### src/hw/rtl/rfs_pkg.sv
`timescale 1ns / 1ps
`default_nettype none
// ----------------------------------------------------------------------------
// rfs_pkg
// Shared types and constants of the clipped rectangle fill stream unit.
// ----------------------------------------------------------------------------
package rfs_pkg;

    // Display command bytes.
    localparam logic [7:0] CMD_COL_WINDOW = 8'h2A;
    localparam logic [7:0] CMD_ROW_WINDOW = 8'h2B;
    localparam logic [7:0] CMD_MEM_WRITE  = 8'h2C;

    // Configuration register indexes.
    localparam logic [1:0] REG_PANEL_WIDTH = 2'd0;
    localparam logic [1:0] REG_ROW_OFFSET  = 2'd1;
    localparam logic [1:0] REG_LAST_ROW    = 2'd2;

    // Input item kinds.
    localparam logic REQ_RECT    = 1'b0;
    localparam logic REQ_ADVANCE = 1'b1;

    // Sequence steps: header bytes, then the pixel phase.
    localparam logic [3:0] STEP_COL_CMD    = 4'd0;
    localparam logic [3:0] STEP_COL_START_H = 4'd1;
    localparam logic [3:0] STEP_COL_START_L = 4'd2;
    localparam logic [3:0] STEP_COL_END_H  = 4'd3;
    localparam logic [3:0] STEP_COL_END_L  = 4'd4;
    localparam logic [3:0] STEP_ROW_CMD    = 4'd5;
    localparam logic [3:0] STEP_ROW_START_H = 4'd6;
    localparam logic [3:0] STEP_ROW_START_L = 4'd7;
    localparam logic [3:0] STEP_ROW_END_H  = 4'd8;
    localparam logic [3:0] STEP_ROW_END_L  = 4'd9;
    localparam logic [3:0] STEP_MEM_CMD    = 4'd10;
    localparam logic [3:0] STEP_PIXELS     = 4'd11;

    // Result of clipping one rectangle request against the panel.
    typedef struct packed {
        logic        keep;
        logic [10:0] col_start;
        logic [10:0] col_end;
        logic [9:0]  row_start;
        logic [9:0]  row_end;
        logic [10:0] width;
        logic [10:0] height;
    } clip_t;

endpackage
`default_nettype wire

### src/hw/rtl/rfs_clip.sv
`timescale 1ns / 1ps
`default_nettype none
// ----------------------------------------------------------------------------
// rfs_clip
// Clips a rectangle request against the panel and decides whether it is drawn.
// ----------------------------------------------------------------------------
module rfs_clip #(
    parameter int PANEL_MAX = 1024
) (
    input  wire logic [15:0] rect_x,
    input  wire logic [15:0] rect_y,
    input  wire logic [15:0] rect_w,
    input  wire logic [15:0] rect_h,
    input  wire logic [10:0] panel_width,
    input  wire logic [9:0]  row_offset,
    input  wire logic [9:0]  last_row,
    output rfs_pkg::clip_t   clip
);

    localparam logic [31:0] PMAX = 32'(PANEL_MAX);

    logic [10:0] pw_eff;
    logic        x_in;
    logic [10:0] w_room;
    logic [10:0] w_clip;
    logic [16:0] sy;
    logic        y_in;
    logic [10:0] h_room;
    logic [10:0] h_clip;
    logic [10:0] row_end_wide;

    always_comb begin
        // A panel width above the supported maximum is taken as the maximum.
        pw_eff = (32'(panel_width) > PMAX) ? PMAX[10:0] : panel_width;

        x_in   = rect_x < {5'd0, pw_eff};
        w_room = pw_eff - rect_x[10:0];
        w_clip = ({5'd0, w_room} < rect_w) ? w_room : rect_w[10:0];

        sy     = {1'b0, rect_y} + 17'(row_offset);
        y_in   = sy <= 17'(last_row);
        h_room = 11'(last_row) - 11'(sy[9:0]) + 11'd1;
        h_clip = ({5'd0, h_room} < rect_h) ? h_room : rect_h[10:0];
        row_end_wide = 11'(sy[9:0]) + h_clip - 11'd1;

        clip.keep      = x_in && (rect_w != 16'd0) && y_in && (rect_h != 16'd0);
        clip.col_start = rect_x[10:0];
        clip.col_end   = rect_x[10:0] + w_clip - 11'd1;
        clip.row_start = sy[9:0];
        clip.row_end   = row_end_wide[9:0];
        clip.width     = w_clip;
        clip.height    = h_clip;
    end

endmodule
`default_nettype wire

### src/hw/rtl/clipped_rectangle_fill_stream_unit.sv
`timescale 1ns / 1ps
`default_nettype none
// ----------------------------------------------------------------------------
// clipped_rectangle_fill_stream_unit
// Turns rectangle fill requests into the display byte stream that sets the
// column and row window and then writes the fill color into every pixel.
// ----------------------------------------------------------------------------
//
//  Channel   Direction  Handshake            Contents
//  s_        in         s_tvalid/s_tready    request or advance item
//  m_        out        m_tvalid/m_tready    one display byte per advance
//  cfg_      in         cfg_valid/cfg_ready  panel_width, row_offset, last_row
//
// An accepted advance item places its byte in the output register at the next
// clock edge, and a new item can be taken in every cycle that s_tready is
// high. The pixel count multiply runs from registered extents while the
// header bytes go out, so it never sits on the request path.
// Reset is synchronous and active low; it returns the block to idle with the
// default panel geometry. s_tready is low only while the output register holds
// an item that the sink is not taking in this cycle. cfg_ready is always high.
// ----------------------------------------------------------------------------
module clipped_rectangle_fill_stream_unit #(
    parameter int PANEL_MAX = 1024
) (
    input  wire logic        aclk,
    input  wire logic        aresetn,

    input  wire logic        s_tvalid,
    output logic             s_tready,
    // s_tdata, from bit 0: rect_x[15:0], rect_y[15:0], rect_w[15:0],
    // rect_h[15:0], fill_color[15:0]
    input  wire logic [79:0] s_tdata,
    // s_tuser: req_type (0 rectangle request, 1 advance)
    input  wire logic        s_tuser,

    output logic             m_tvalid,
    input  wire logic        m_tready,
    // m_tdata: out_byte[7:0]
    output logic [7:0]       m_tdata,
    // m_tuser, from bit 0: is_data, frame_end
    output logic [1:0]       m_tuser,
    output logic             m_tlast,

    input  wire logic        cfg_valid,
    output logic             cfg_ready,
    input  wire logic [1:0]  cfg_index,
    input  wire logic [10:0] cfg_data
);

    // Configuration registers.
    logic [10:0] panel_width_reg;
    logic [9:0]  row_offset_reg;
    logic [9:0]  last_row_reg;

    // Transfer state.
    logic        busy_reg,       busy_next;
    logic [3:0]  step_reg,       step_next;
    logic        low_half_reg,   low_half_next;
    logic [20:0] pixels_left_reg, pixels_left_next;
    logic [10:0] col_start_reg,  col_start_next;
    logic [10:0] col_end_reg,    col_end_next;
    logic [9:0]  row_start_reg,  row_start_next;
    logic [9:0]  row_end_reg,    row_end_next;
    logic [10:0] width_reg,      width_next;
    logic [10:0] height_reg,     height_next;
    logic [15:0] color_reg,      color_next;

    // Output register.
    logic        m_valid_reg,    m_valid_next;
    logic [7:0]  m_byte_reg,     m_byte_next;
    logic        m_is_data_reg,  m_is_data_next;
    logic        m_frame_end_reg, m_frame_end_next;
    logic        m_last_reg,     m_last_next;

    logic           s_accept;
    logic [20:0]    pixels_dec;
    rfs_pkg::clip_t clip;

    rfs_clip #(
        .PANEL_MAX (PANEL_MAX)
    ) u_clip (
        .rect_x      (s_tdata[15:0]),
        .rect_y      (s_tdata[31:16]),
        .rect_w      (s_tdata[47:32]),
        .rect_h      (s_tdata[63:48]),
        .panel_width (panel_width_reg),
        .row_offset  (row_offset_reg),
        .last_row    (last_row_reg),
        .clip        (clip)
    );

    // The output register frees up in the same cycle the sink takes its item.
    assign s_tready = !m_valid_reg || m_tready;
    assign s_accept = s_tvalid && s_tready;
    assign cfg_ready = 1'b1;

    assign m_tvalid = m_valid_reg;
    assign m_tdata  = m_byte_reg;
    assign m_tuser  = {m_frame_end_reg, m_is_data_reg};
    assign m_tlast  = m_last_reg;

    // Pixel count after this low byte; a count that is already zero stays zero.
    assign pixels_dec = pixels_left_reg - ((pixels_left_reg != 21'd0) ? 21'd1 : 21'd0);

    always_comb begin
        busy_next        = busy_reg;
        step_next        = step_reg;
        low_half_next    = low_half_reg;
        pixels_left_next = pixels_left_reg;
        col_start_next   = col_start_reg;
        col_end_next     = col_end_reg;
        row_start_next   = row_start_reg;
        row_end_next     = row_end_reg;
        width_next       = width_reg;
        height_next      = height_reg;
        color_next       = color_reg;

        m_valid_next     = m_valid_reg && !m_tready;
        m_byte_next      = m_byte_reg;
        m_is_data_next   = m_is_data_reg;
        m_frame_end_next = m_frame_end_reg;
        m_last_next      = m_last_reg;

        // While the header goes out, the pixel count is formed from the
        // clipped extents; it is first needed in the pixel phase.
        if (busy_reg && (step_reg < rfs_pkg::STEP_PIXELS)) begin
            pixels_left_next = 21'({11'd0, width_reg} * {11'd0, height_reg});
        end

        if (s_accept && (s_tuser == rfs_pkg::REQ_RECT)) begin
            // Requests that arrive during a transfer are ignored.
            if (!busy_reg && clip.keep) begin
                busy_next      = 1'b1;
                step_next      = rfs_pkg::STEP_COL_CMD;
                low_half_next  = 1'b0;
                col_start_next = clip.col_start;
                col_end_next   = clip.col_end;
                row_start_next = clip.row_start;
                row_end_next   = clip.row_end;
                width_next     = clip.width;
                height_next    = clip.height;
                color_next     = s_tdata[79:64];
            end
        end else if (s_accept && busy_reg) begin
            m_valid_next     = 1'b1;
            m_is_data_next   = 1'b1;
            m_frame_end_next = 1'b1;
            m_last_next      = 1'b0;
            step_next        = step_reg + 4'd1;
            unique case (step_reg)
                rfs_pkg::STEP_COL_CMD: begin
                    m_byte_next    = rfs_pkg::CMD_COL_WINDOW;
                    m_is_data_next = 1'b0;
                end
                rfs_pkg::STEP_COL_START_H: m_byte_next = {5'd0, col_start_reg[10:8]};
                rfs_pkg::STEP_COL_START_L: m_byte_next = col_start_reg[7:0];
                rfs_pkg::STEP_COL_END_H:   m_byte_next = {5'd0, col_end_reg[10:8]};
                rfs_pkg::STEP_COL_END_L:   m_byte_next = col_end_reg[7:0];
                rfs_pkg::STEP_ROW_CMD: begin
                    m_byte_next    = rfs_pkg::CMD_ROW_WINDOW;
                    m_is_data_next = 1'b0;
                end
                rfs_pkg::STEP_ROW_START_H: m_byte_next = {6'd0, row_start_reg[9:8]};
                rfs_pkg::STEP_ROW_START_L: m_byte_next = row_start_reg[7:0];
                rfs_pkg::STEP_ROW_END_H:   m_byte_next = {6'd0, row_end_reg[9:8]};
                rfs_pkg::STEP_ROW_END_L:   m_byte_next = row_end_reg[7:0];
                rfs_pkg::STEP_MEM_CMD: begin
                    m_byte_next    = rfs_pkg::CMD_MEM_WRITE;
                    m_is_data_next = 1'b0;
                end
                default: begin
                    // Pixel phase: all pixel bytes share one chip-select frame.
                    step_next = step_reg;
                    if (!low_half_reg) begin
                        m_byte_next      = color_reg[15:8];
                        m_frame_end_next = 1'b0;
                        low_half_next    = 1'b1;
                    end else begin
                        m_byte_next      = color_reg[7:0];
                        low_half_next    = 1'b0;
                        pixels_left_next = pixels_dec;
                        if (pixels_dec == 21'd0) begin
                            m_last_next = 1'b1;
                            busy_next   = 1'b0;
                            step_next   = rfs_pkg::STEP_COL_CMD;
                        end else begin
                            m_frame_end_next = 1'b0;
                        end
                    end
                end
            endcase
        end
    end

    always_ff @(posedge aclk) begin
        if (!aresetn) begin
            panel_width_reg <= 11'd320;
            row_offset_reg  <= 10'd0;
            last_row_reg    <= 10'd239;
            busy_reg        <= 1'b0;
            step_reg        <= rfs_pkg::STEP_COL_CMD;
            low_half_reg    <= 1'b0;
            m_valid_reg     <= 1'b0;
        end else begin
            if (cfg_valid && cfg_ready) begin
                unique case (cfg_index)
                    rfs_pkg::REG_PANEL_WIDTH: panel_width_reg <= cfg_data;
                    rfs_pkg::REG_ROW_OFFSET:  row_offset_reg  <= cfg_data[9:0];
                    rfs_pkg::REG_LAST_ROW:    last_row_reg    <= cfg_data[9:0];
                    default: ;
                endcase
            end
            busy_reg     <= busy_next;
            step_reg     <= step_next;
            low_half_reg <= low_half_next;
            m_valid_reg  <= m_valid_next;
        end
        pixels_left_reg <= pixels_left_next;
        col_start_reg   <= col_start_next;
        col_end_reg     <= col_end_next;
        row_start_reg   <= row_start_next;
        row_end_reg     <= row_end_next;
        width_reg       <= width_next;
        height_reg      <= height_next;
        color_reg       <= color_next;
        m_byte_reg      <= m_byte_next;
        m_is_data_reg   <= m_is_data_next;
        m_frame_end_reg <= m_frame_end_next;
        m_last_reg      <= m_last_next;
    end

endmodule
`default_nettype wire

### config.mk
export PLATFORM = sky130hd
export DESIGN_NAME = clipped_rectangle_fill_stream_unit
export DESIGN_NICKNAME = d
export VERILOG_FILES = /design/src/hw/rtl/rfs_pkg.sv /design/src/hw/rtl/rfs_clip.sv /design/src/hw/rtl/clipped_rectangle_fill_stream_unit.sv
export SDC_FILE = /design/constraint.sdc
export NUM_CORES = 1
export LEC_CHECK = 0
export ABC_AREA = 0
export CORE_MARGIN = 3
export CORE_UTILIZATION = 55
export CTS_CLUSTER_DIAMETER = 60
export CTS_CLUSTER_SIZE = 24
export DETAILED_ROUTE_END_ITERATION = 12
export DONT_BUFFER_PORTS = 1
export PLACE_DENSITY = 0.7
export SETUP_SLACK_MARGIN = 0.15
export SYNTH_ARGS = -nofsm -noshare
export SYNTH_HDL_FRONTEND = slang
export SYNTH_HIERARCHICAL = 1
export SYNTH_SLANG_ARGS = --single-unit
### constraint.sdc
create_clock -name aclk -period 18.7 [get_ports aclk]
set_input_delay 3.74 -clock aclk [delete_from_list [all_inputs] [get_ports aclk]]
set_output_delay 3.74 -clock aclk [all_outputs]
set_load 0.1 [all_outputs]
-- After elaboration in Yosys (flattened, before gate mapping)
Index checks and enable logic that the tools add are counted.
- register bits: 150
- latch bits: 0
- RAM bits: 0
- bits in read-only memories: 0
- input port bits: 99
- output and inout port bits: 14
- word-level logic and storage cells: 119
- memories kept: 0
- add/sub/neg operators: 10
- $mul: 1
- div/mod/pow operators: 0
- order comparisons: 6
- eq/ne operators: 14
- shift-type cells: 0
- multiplexer cells: 33
- bitwise gates (word level): 2
- reductions and logical operators: 34
- operator list (kind ; number):
    $mux W21 ; 5
    $pmux W8 S11 ; 1
    $mux W11 ; 3
    $lt A11 B16 Y1 ; 2
    $reduce_bool A16 Y1 ; 2
    $mux W4 ; 6
    $logic_not A21 Y1 ; 1
    $mul A11 B11 Y21 ; 1
    $reduce_bool A21 Y1 ; 1
    $sub A21 B1 Y21 ; 1
    $add A16 B10 Y17 ; 1
    $le A17 B10 Y1 ; 1
    $mux W1 ; 17
    $eq A4 B3 Y1 const B ; 4
    $lt A16 B11 Y1 ; 1
    $eq A4 B4 Y1 const B ; 3
    $add A11 B1 Y11 const B ; 1
    $add A11 B11 Y11 ; 1
    $gt A11 B11 Y1 const B ; 1
    $reduce_or A11 Y1 ; 1
    $sub A10 B10 Y11 ; 1
    $sub A11 B1 Y11 const B ; 1
    $sub A11 B11 Y11 ; 1
    $add A10 B10 Y10 ; 1
    other kinds (22) ; 42

-- Logic depth before layout (Yosys ltp)
Gate-level depths: netlist (run 1).
- word-level depth: 9
- gate-level depth with buffers: 36
- depth with buffers taken out: 35

-- By module
Netlist (run 1), hierarchy kept.
- by module, submodules not included (module ; times used ; cells each ; area an instance (µm²) ; seq. area each (µm²)):
    clipped_rectangle_fill_stream_unit ; 1 ; 1005 ; 10104.7 ; 3913.8
    rfs_clip ; 1 ; 564 ; 4018.9 ; 0.0

-- Worst setup path after synthesis (run 1)
No wires, ideal clock.
- path kind: in2reg
- from: input port s_tdata[16]
- to: register low_half_reg
- setup time: 0.070 ns
- arrival: 16.551 ns
- data required time: 18.630 ns
- path slack: 2.080 ns
- cell stages on the path: 17
- path buffers: 0
- cell sequence: ha_1 > fa_1 > a21oi_1 > nor2b_1 > a311oi_4 > a21oi_2 > xor2_1 > ha_1 > o211ai_1 > nor3_1 > o41ai_1 > nand4_1 > a2111oi_2 > nor4b_1 > nor2_1 > or4_1 > a21oi_1
- RTL lines (what ; RTL line ; RTL):
    start, declared ; clipped_rectangle_fill_stream_unit.sv:32 ; input wire logic [79:0] s_tdata,
    end signal, assigned ; clipped_rectangle_fill_stream_unit.sv:215 ; low_half_reg <= low_half_next;
    end, declared ; clipped_rectangle_fill_stream_unit.sv:58 ; logic low_half_reg, low_half_next;

==> summary.md, run 1 <==
| Metric | Value |
|---|---|
| Die ar. | 27600 µm² |
| #FFs+latches synth | 150 |
| Vias/cell | 5.78 |
| Setup Skew | 0.0134 ns |
| Vias | 10787 |
| Number of iterations in the first detailed-routing pass | 5 |
| Worst Setup End Kind | flop |
| RSZ-0062 raised after global routing | false |
| Critical Path RT | 18.88 ns |
| Hold_buf cts | 0 |
| GRT busiest layer | met2 |
| Crit-path slowest cell | nor3_2 |
| Synth top area share | 19.3% |
| CTS sink count | 150 |
| Number of synthesized flops with an enable pin | 91 |
| Critical Path AT | 10.67 ns |
| Die H | 166 µm |
| DRT Wirelength | 33.8 mm |
| Syn Nets | 1925 |
| Area contributors post-synth | edfxtp_1 (19%), ha_1 (15%), fa_1 (12%), dfxtp_1 (8.4%), inv_1 (6.1%) |
| Cell variety after synth | 76 |
| 1st-iter DRT viols | 757 |
| All-Layer GR Usage | 24.6% |
| Routability cong. | 0.905 |
| Initial core utilization | 56.1% |
| Clock Pin Slew Worst Setup and Hold Paths | 0.07 ns |
| P per Cell Area | 69.3 nW/µm² |
| Final setup vio count | 0 |
| DRC violations left | 0 |
| First-pass GRT wire length | 54.9 mm |
| Area leader, netlist | edfxtp_1 |
| Critical-path maximum fanout | 13 |
| Crit path top cell by count | ha_1 |
| Synth Cell Area | 14100 µm² |
| Leakage | 6.64 nW |
| Met3 Track Usage GR | 4.67% |
| Max Slew Vio Count | 0 |
| Global Route met1 Usage | 30.3% |
| Fin crit period | 10.49 ns |
| Min-Delay Path Class | reg2reg |
| Startpoint Class | input pin |
| Initial antenna violation count | 1 |
| Setup repair bufs after CTS | 0 |
| Max Fclk | 0.0953 GHz |
| Area delta synth->final | 5.00% |
| Status | complete, no violations |
| Ys Warns | 6 |
| CP max stage delay | 0.79 ns |
| Seq/Total Area, Yosys | 27.7% |
| FP Rows | 58 |
| Die Wd | 166 µm |
| Clock buffer depth | 2 |
| Async SR Flop Fraction | 0% |
| Fin. Hold Viols | 0 |
| Worst Tran Pin Value | 1.15 ns |
| Vias in the first global route | 10883 |
| Max-cap violations | 0 |
| Layout cells sized above 1 | 4.04% |
| Largest net degree at the start of global routing | 70 |
| Max FFs per register | 21 |
| Setup CP Type | in2reg |
| GRT met2 Usage | 43.6% |
| Antenna Violating Nets Remaining | 0 |
| Root Buffer | clkbuf_16 |
| Final Cycle Share | 56.1% |
| Clk Latency, worst-skew pair | 0.43 ns |
| Setup_tns | 0 ns |
| H-tree levels | 4 |
| CTS tree | done |
| Mapped Cells | 1569 |
| Top FF cell, synth | edfxtp_1 |
| Drt wl/cell | 18.1 µm |
| Max rail drop VDD | 56.2 µV |
| GR Overflow Total | 0 |
| Core Box Area | 25200 µm² |
| CTS buffer count | 17 |
| Rel. slew slack | 23.1% |
| Final core occ | 58.9% |
| Ports | 113 |
| Port Buffer Count | 0 |
| CTS resizes | 0 |
| Post-DP HPWL | 27.0 mm |
| Final net count | 1878 |
| Post-Syn Area per Cell | 9.00 µm² |
## cell type report
class	count	area [µm²]
repair buffers	2	15.0
inverters	229	860
flip-flops and latches	150	3910
fillers	2186	10400
well taps	330	413
clock buffers	17	425
diodes	1	2.50
multi-input cells	1122	9040
clock inverters	15	158
## placed cells by master, fill, tap and decap left out, types with 59 or more instances in the layout
| cell | instances |
|---|---|
| nor2_1 | 84 |
| dfxtp_1 | 59 |
| fa_1 | 85 |
| nand2_1 | 176 |
| edfxtp_1 | 91 |
| ha_1 | 172 |
| o21ai_0 | 67 |
| inv_1 | 228 |
| and2_1 | 68 |
| a21oi_1 | 86 |
## worst max-delay path: cells and delay by family
kind	cells	cell delay [ns]
simple gates	5	1.30
compound gates	11	1.87
fa+ha+maj	8	2.46
xor+xnor	5	0.82
mux	1	0.34
buf+inv	2	0.12
## final timing paths
kind,startpoint,endpoint,slack (ns),cells after the start
worst max-delay path,s_tdata[16],row_end_reg[9],8.21,32
worst min-delay path,panel_width_reg[0],panel_width_reg[0],0.46,2
worst max register to register,row_offset_reg[0],row_end_reg[9],11.19,32
worst min register to register,panel_width_reg[0],panel_width_reg[0],0.46,2
## layer usage
metal	share of wire (%)	up-vias	wire [µm]
met1	41	5169	13800
met5	0	-	0
met2	50	333	16900
met4	2.9	0	986
met3	6.3	72	2120
li1	-	5213	-
## cells by family after synthesis
| logic type | count (synthesis) | synth area share (%) |
|---|---|---|
| buf+inv | 297 | 8.34 |
| fa+ha+maj | 257 | 27.3 |
| other cells | 1 | 0.0266 |
| xor+xnor | 69 | 4.33 |
| flops | 150 | 27.7 |
| simple gates | 460 | 16.1 |
| compound gates | 302 | 13.8 |
| mux | 33 | 2.37 |
## where the power goes
part	internal [mW]	switching (mW)	leakage (nW)	total, mW
sequential	0.372	0.00176	1.30	0.374
clock	0.189	0.152	0.287	0.341
combinational	0.137	0.175	5.06	0.312
## per-stage QoR
| step | hold slack [ns] | power (mW) | setup slack (ns) | cell area [µm²] | instances |
|---|---|---|---|---|---|
| after global placement | 0.447 | 0.680 | 7.99 | 14200 | 1833 |
| after CTS | 0.459 | 1.03 | 8.26 | 14800 | 1865 |
| after global routing | 0.487 | 1.09 | 7.61 | 14800 | 1865 |
| after floorplan | 0.436 | 0.626 | 2.08 | 14100 | 1569 |
| final | 0.460 | 1.03 | 8.21 | 14800 | 1866 |
| after detailed placement | 0.450 | 0.688 | 7.83 | 14200 | 1833 |
## synthesized netlist by cell type (14+ instances only)
master	count
fa_1	85
and2_1	68
xor2_1	23
a21oi_1	86
o21ai_0	68
o21a_1	18
nand3_1	28
ha_1	172
nor3_1	21
a22oi_1	19
buf_4	14
nand2_1	176
xnor2_1	45
nor2_1	84
edfxtp_1	91
inv_1	228
clkbuf_1	43
a21o_1	20
mux2i_1	29
nor2b_1	16
dfxtp_1	59
No activity file was read; power rests on OpenSTA's default activity.
==> run 2: changes to the inputs <==
--- a/config.mk
+++ b/config.mk
@@ -12,7 +12,7 @@
 export CTS_CLUSTER_SIZE = 24
 export DETAILED_ROUTE_END_ITERATION = 12
 export DONT_BUFFER_PORTS = 1
-export PLACE_DENSITY = 0.7
+export PLACE_DENSITY = 0.73
 export SETUP_SLACK_MARGIN = 0.15
 export SYNTH_ARGS = -nofsm -noshare
 export SYNTH_HDL_FRONTEND = slang
==> constraint.sdc (replaced) <==
create_clock -name aclk -period 9.1 [get_ports aclk]
set_input_delay 1.82 -clock aclk [delete_from_list [all_inputs] [get_ports aclk]]
set_output_delay 1.82 -clock aclk [all_outputs]
set_load 0.1 [all_outputs]
==> run 2 against run 1 <==
Net effect:
- sequential share of layout area is essentially flat
- global-route usage shrank 0.19 points
- non-clock buffer count grew 3
- sequential cell count is the same
- via count grew 0.57%
- utilization is essentially flat
- combinational power grew 110%
- die area is the same
- routed wire length grew 1.3%
- setup slack lost 7.3 ns
- critical path depth is the same
==> summary.md, run 2 (synthesized netlist as in run 1, its figures left out) <==
| Metric | Value |
|---|---|
| DRC violations left | 0 (unchanged) |
| Antenna Violating Nets Remaining | 0 (unchanged) |
| Largest net degree at the start of global routing | 61 (-13%) |
| Initial antenna violation count | 1 (unchanged) |
| Setup_tns | 0 ns (unchanged) |
| First-pass GRT wire length | 54.7 mm (-0.31%) |
| Vias in the first global route | 10880 (-0.028%) |
| Critical-path maximum fanout | 4 (-9) |
| Setup Skew | 0.0128 ns (-0.000606 ns) |
| H-tree levels | 4 (unchanged) |
| Layout cells sized above 1 | 3.97% (-0.073 points) |
| Final net count | 1881 (+0.16%) |
| Ports | 113 (unchanged) |
| Root Buffer | clkbuf_16 |
| Leakage | 6.63 nW (-0.22%) |
| Max rail drop VDD | 112 µV (+99%) |
| Port Buffer Count | 0 (unchanged) |
| Critical Path AT | 8.32 ns (-2.35 ns) |
| FP Rows | 58 (unchanged) |
| Vias | 10849 (+0.57%) |
| Area delta synth->final | 4.91% (about the same) |
| Post-DP HPWL | 27.5 mm (+1.7%) |
| Setup repair bufs after CTS | 0 (unchanged) |
| Total power | 2.07 mW (+100%) |
| CTS buffer count | 17 (unchanged) |
| Clock buffer depth | 2 (unchanged) |
| Final Cycle Share | 89.5% |
| CTS resizes | 0 (unchanged) |
| Routability cong. | 0.946 (+4.5%) |
| Vias/cell | 5.80 (+0.41%) |
| Max Fclk | 0.123 GHz |
| Critical Path RT | 9.27 ns (-9.61 ns) |
| CP max stage delay | 0.45 ns (-0.34 ns) |
| Startpoint Class | input pin |
| Drt wl/cell | 18.3 µm (+1.1%) |
| CTS sink count | 150 (unchanged) |
| Worst Setup End Kind | flop |
| Fin crit period | 8.15 ns |
| Hold_buf cts | 0 (unchanged) |
| Rel. slew slack | 21.4% (-1.7 points) |
| RSZ-0062 raised after global routing | false |
| Crit-path slowest cell | fa_1 |
| Setup CP Type | in2reg |
| Status | complete, no violations |
| Fin. Hold Viols | 0 (unchanged) |
| Die Wd | 166 µm (unchanged) |
| 1st-iter DRT viols | 616 (-19%) |
| Crit path top cell by count | ha_1 |
| Die H | 166 µm (unchanged) |
| Fillers | 2181 (-0.23%) |
| Final setup vio count | 0 (unchanged) |
| Commonest non-fill, non-tap cell in the layout | inv_1 |
| Die ar. | 27600 µm² (unchanged) |
| Core Box Area | 25200 µm² (unchanged) |
| Max FFs per register | 21 (unchanged) |
| Leading cell types in the layout, fill and taps excluded | inv_1 (228), nand2_1 (176), ha_1 (172) |
| Worst Tran Pin Value | 1.17 ns (+0.0195 ns) |
| GR Overflow Total | 0 (unchanged) |
| P per Cell Area | 140 nW/µm² (+100%) |
| Number of iterations in the first detailed-routing pass | 7 (+2) |
| Min-Delay Path Class | reg2reg |
| Max-cap violations | 0 (unchanged) |
| Clock Pin Slew Worst Setup and Hold Paths | 0.07 ns (about the same) |
| Clk Latency, worst-skew pair | 0.43 ns (about the same) |
| DRT Wirelength | 34.3 mm (+1.3%) |
| CTS tree | done |
| Initial core utilization | 56.1% (unchanged) |
| Max Slew Vio Count | 0 (unchanged) |
| All-Layer GR Usage | 24.4% (-0.19 points) |
-- run 2: cell count changes in the layout (fill, tap and decap cells not counted), sizes merged --
cell and change:
clkinv +5, clkbuf +1, clkinvlp +2, buf +3, inv -8
-- run 2: worst max-delay path, delay by kind of cell --
family | cells | cell delay (ns)
AO/OA/AOI/OAI | 11 | 2.16
XOR/XNOR | 5 | 0.91
adder cells (fa/ha/maj) | 8 | 2.44
buffers and inverters | 2 | 0.11
multiplexers | 1 | 0.24
AND/OR/NAND/NOR | 5 | 0.62
-- run 2: final timing paths --
path                           start                 end  slack (ns)  depth (start not counted)
hold / removal    panel_width_reg[1]  panel_width_reg[1]        0.46                          2
setup reg to reg   row_offset_reg[0]      row_end_reg[9]        2.03                         32
hold reg to reg   panel_width_reg[1]  panel_width_reg[1]        0.46                          2
setup / recovery         s_tdata[16]      row_end_reg[9]        0.95                         32
-- run 2: cell type report --
class | instances | area [µm²] | area share [%]
multi-input cells | 1122 | 9050 | 61.1
flip-flops and latches | 150 | 3910 | 26.4
inverters | 229 | 860 | 5.80
clock buffers | 18 | 429 | 2.90
well taps | 330 | 413 | 2.79
clock inverters | 14 | 110 | 0.743
repair buffers | 5 | 37.5 | 0.253
diodes | 1 | 2.50 | 0.0169
-- run 2: layer usage --
layer / wire [µm] / track usage (%) / up-vias
met2: 17500 / 44.5 / 319
met1: 13700 / 28.7 / 5257
met3: 2140 / 5.33 / 62
met4: 895 / 7.39 / 0
li1: - / - / 5211
met5: 0 / 0 / -
-- run 2: stage by stage --
stage	instances	hold WS [ns]	utilization, %	worst slack, ns	area [µm²]
after global placement	1836	0.445	56.7	0.759	14300
after CTS	1868	0.458	58.8	0.991	14800
after floorplan	1569	0.436	-	0.883	14100
after global routing	1868	0.478	58.8	0.426	14800
final	1869	0.458	58.8	0.954	14800
after detailed placement	1836	0.449	56.7	0.536	14300
-- run 2: power breakdown --
| group | internal (mW) | leakage, nW | switching (mW) | total (mW) |
|---|---|---|---|---|
| logic | 0.282 | 5.07 | 0.360 | 0.642 |
| clock network | 0.373 | 0.259 | 0.284 | 0.657 |
| registers | 0.765 | 1.30 | 0.00363 | 0.768 |
| total | 1.42 | 6.63 | 0.647 | 2.07 |
==> run 3: changes to the inputs <==
--- a/config.mk
+++ b/config.mk
@@ -16,5 +16,4 @@
 export SETUP_SLACK_MARGIN = 0.15
 export SYNTH_ARGS = -nofsm -noshare
 export SYNTH_HDL_FRONTEND = slang
-export SYNTH_HIERARCHICAL = 1
 export SYNTH_SLANG_ARGS = --single-unit
==> run 3 against run 2 <==
Net effect:
- highest routed layer unchanged
- synthesized cell count grew 1.5%
- count of clock-buffer cells in the layout unchanged
- first-iteration DRC count grew 27%
- setup slack got worse by 0.39 ns
- utilization grew 0.38 points
- sequential cell count unchanged
- combinational power rose by 6.9%
- critical path depth rose by 1
- cell area is 1.5% higher
- via count rose by 3.9%
- total power is 4.2% higher
- non-clock buffer count decreased by 1
==> summary.md, run 3 <==
| Metric | Value |
|---|---|
| Leading cell types in the layout, fill and taps excluded | inv_1 (214), nand2_1 (181), ha_1 (171) |
| Max Slew Vio Count | 0 (unchanged) |
| Most numerous cell in the Yosys netlist | inv_1 |
| All-Layer GR Usage | 25.5% (+1.2 points) |
| Post-Syn Area per Cell | 9.00 µm² (about the same) |
| Min-Delay Path Class | reg2reg |
| Cell variety after synth | 88 (+16%) |
| Core Box Area | 25400 µm² (+0.86%) |
| Status | complete, no violations |
| DRT Wirelength | 35.7 mm (+4.1%) |
| Area delta synth->final | 4.93% (about the same) |
| Max rail drop VDD | 114 µV (+2.1%) |
| Critical Path AT | 8.72 ns (+0.40 ns) |
| Top FF cell, synth | edfxtp_1 |
| Top delay family on crit path | compound AO/OA/AOI/OAI gates |
| Mapped Cells | 1592 (+1.5%) |
| Clock Pin Slew Worst Setup and Hold Paths | 0.06 ns (about the same) |
| Number of iterations in the first detailed-routing pass | 6 (-1) |
| CTS buffer count | 17 (unchanged) |
| Placed Instances | 1861 (+1.4%) |
| Die ar. | 28000 µm² (+1.4%) |
| Clock buffer depth | 2 (unchanged) |
| Met3 Track Usage GR | 4.93% (-0.40 points) |
| Antenna Violating Nets Remaining | 0 (unchanged) |
| Clk Latency, worst-skew pair | 0.44 ns (about the same) |
| WP buf/inv | 3 (+1) |
| CP max stage delay | 0.47 ns (+0.02 ns) |
| Initial core utilization | 56.4% (+0.35 points) |
| First-pass GRT wire length | 57.4 mm (+5.0%) |
| Number of synthesized flops with an enable pin | 91 (unchanged) |
| Final critical-path setup slack | 0.561 ns (-0.393 ns) |
| Origin of the worst min-delay path | last_row_reg[8] |
| Commonest non-fill, non-tap cell in the layout | inv_1 |
| Final setup vio count | 0 (unchanged) |
| Port Buffer Count | 0 (unchanged) |
| GRT met2 Usage | 41.5% (-3.0 points) |
| Synth top area share | 19.1% (-0.29 points) |
| Worst Tran Pin Value | 1.19 ns (+0.0137 ns) |
| Vias | 11272 (+3.9%) |
| Area contributors post-synth | edfxtp_1 (19%), ha_1 (15%), fa_1 (12%), dfxtp_1 (8.2%), inv_1 (5.6%) |
| 1st-iter DRT viols | 784 (+27%) |
| Finished Layout Cells | 1893 (+1.3%) |
| CTS sink count | 150 (unchanged) |
| Routability cong. | 0.935 (-1.3%) |
| Max-cap violations | 0 (unchanged) |
| Synth Cell Area | 14300 µm² (+1.5%) |
| Async SR Flop Fraction | 0% (unchanged) |
| P per Cell Area | 143 nW/µm² (+2.7%) |
| Critical Path RT | 9.28 ns (about the same) |
| Worst Setup End Kind | flop |
| Global Route met1 Usage | 34.5% (+5.8 points) |
| Most instantiated cells after synthesis | inv_1 (213), nand2_1 (181), ha_1 (171) |
| Ys Warns | 0 (-6) |
| Max Fclk | 0.117 GHz (-4.6%) |
| Crit-path slowest cell | fa_1 |
| Pre-CTS WS | -0.0364 ns (-0.573 ns) |
| Hold_buf cts | 0 (unchanged) |
| DRC violations left | 0 (unchanged) |
| Fin crit period | 8.54 ns (+0.393 ns) |
| Startpoint Class | input pin |
| Ports | 113 (unchanged) |
| Leakage | 6.70 nW (+1.1%) |
| CTS tree | done |
| Area leader, netlist | edfxtp_1 |
| Reg2Reg Launch Point | row_offset_reg[0] |
| Vias/cell | 5.95 (+2.6%) |
| Initial antenna violation count | 0 (-1) |
| Total power | 2.15 mW (+4.2%) |
| Die H | 167 µm (+0.72%) |
| Max FFs per register | 21 (unchanged) |
| Final net count | 1905 (+1.3%) |
| Die Wd | 167 µm (+0.72%) |
| Diode count | 0 (-1) |
| GR Overflow Total | 0 (unchanged) |
| Final Cycle Share | 93.8% (+4.3 points) |
| FP Rows | 58 (unchanged) |
| Vias in the first global route | 11171 (+2.7%) |
| Critical path origin | s_tdata[16] |
| Seq/Total Area, Yosys | 27.3% (-0.41 points) |
| Critical-path maximum fanout | 10 (+6) |
| Final core occ | 59.2% (+0.38 points) |
| Setup Skew | 0.0140 ns (+0.00121 ns) |
| Rel. slew slack | 18.8% (-2.5 points) |
| Drt wl/cell | 18.8 µm (+2.8%) |
| Post-DP HPWL | 28.4 mm (+3.3%) |
| Largest net degree at the start of global routing | 83 (+36%) |
| GRT busiest layer | met2 |
| #FFs+latches synth | 150 (unchanged) |
| Layout cells sized above 1 | 4.41% (+0.45 points) |
| Root Buffer | clkbuf_16 |
| Setup CP Type | in2reg |
| RSZ-0062 raised after global routing | false |
| Fin. Hold Viols | 0 (unchanged) |
| Syn Nets | 1947 (+1.1%) |
| H-tree levels | 4 (unchanged) |
[run 3: changes by cell type after synthesis, moves of 12 or more]
cell	before	now
and2_1	68	49
o21ai_0	68	51
inv_1	228	213
a21oi_1	86	100
nor4_1	9	22
a22oi_1	19	7
[run 3: per-stage QoR]
| stage | area [µm²] | hold WS, ns | setup TNS, ns |
|---|---|---|---|
| floorplan | 14300 | 0.436 | 0 |
| global placement | 14500 | 0.445 | 0 |
| detailed placement | 14500 | 0.448 | -0.0364 |
| CTS | 15000 | 0.457 | 0 |
| global route | 15000 | 0.474 | 0 |
| finish | 15000 | 0.457 | 0 |
[run 3: repair_timing]
action                     in CTS  in global routing
resized for setup               0                  3
setup endpoints to repair       0                  1
setup buffers                   0                  0
hold endpoints to repair        0                  0
[run 3: final cells by class]
class / instances / area (µm²)
repair buffers: 4 / 30.0
well taps: 330 / 413
clock buffers: 18 / 439
multi-input cells: 1163 / 9310
clock inverters: 14 / 138
flip-flops and latches: 150 / 3910
inverters: 214 / 803
fillers: 2217 / 10400
[run 3: report_power, final]
group	switching (mW)	total, mW	leakage, nW	internal (mW)
clock network	0.308	0.700	0.290	0.391
logic	0.381	0.686	5.11	0.305
registers	0.00324	0.769	1.30	0.766
total	0.692	2.15	6.70	1.46
[run 3: worst min-delay path, stage by stage, from the launching register on]
cell,delay [ns]
dfxtp_1,0.31
nand2_1,0.05
a21oi_1,0.05
[run 3: logic make-up (layout without fill, tap and decap cells)]
group                      count (synthesis)  after routing  synth area share (%)
AOI/OAI and AO/OA                        316            316                  14.6
xor gates and xnor gates                  67             67                  4.09
adders and majority gates                256            256                  26.8
buffers and inverters                    279            250                  7.89
DFF                                      150            150                  27.3
muxes                                     28             28                  2.00
other                                      1              1                0.0262
and+or+nand+nor                          495            495                  17.3
[run 3: path summary, 6_finish.rpt]
path / endpoint / slack, ns / cells after the start
worst max register to register: row_end_reg[9] / 1.57 / 33
worst min-delay path: last_row_reg[8] / 0.46 / 2
worst max-delay path: row_end_reg[9] / 0.56 / 33
worst min register to register: last_row_reg[8] / 0.46 / 2
[run 3: metal layers]
metal / part of all wire, % / vias up / routed length [µm]
met3: 6.9 / 63 / 2450
li1: - / 5407 / -
met1: 43 / 5406 / 15500
met2: 47 / 396 / 16800
met4: 2.6 / 0 / 945
met5: 0 / - / 0
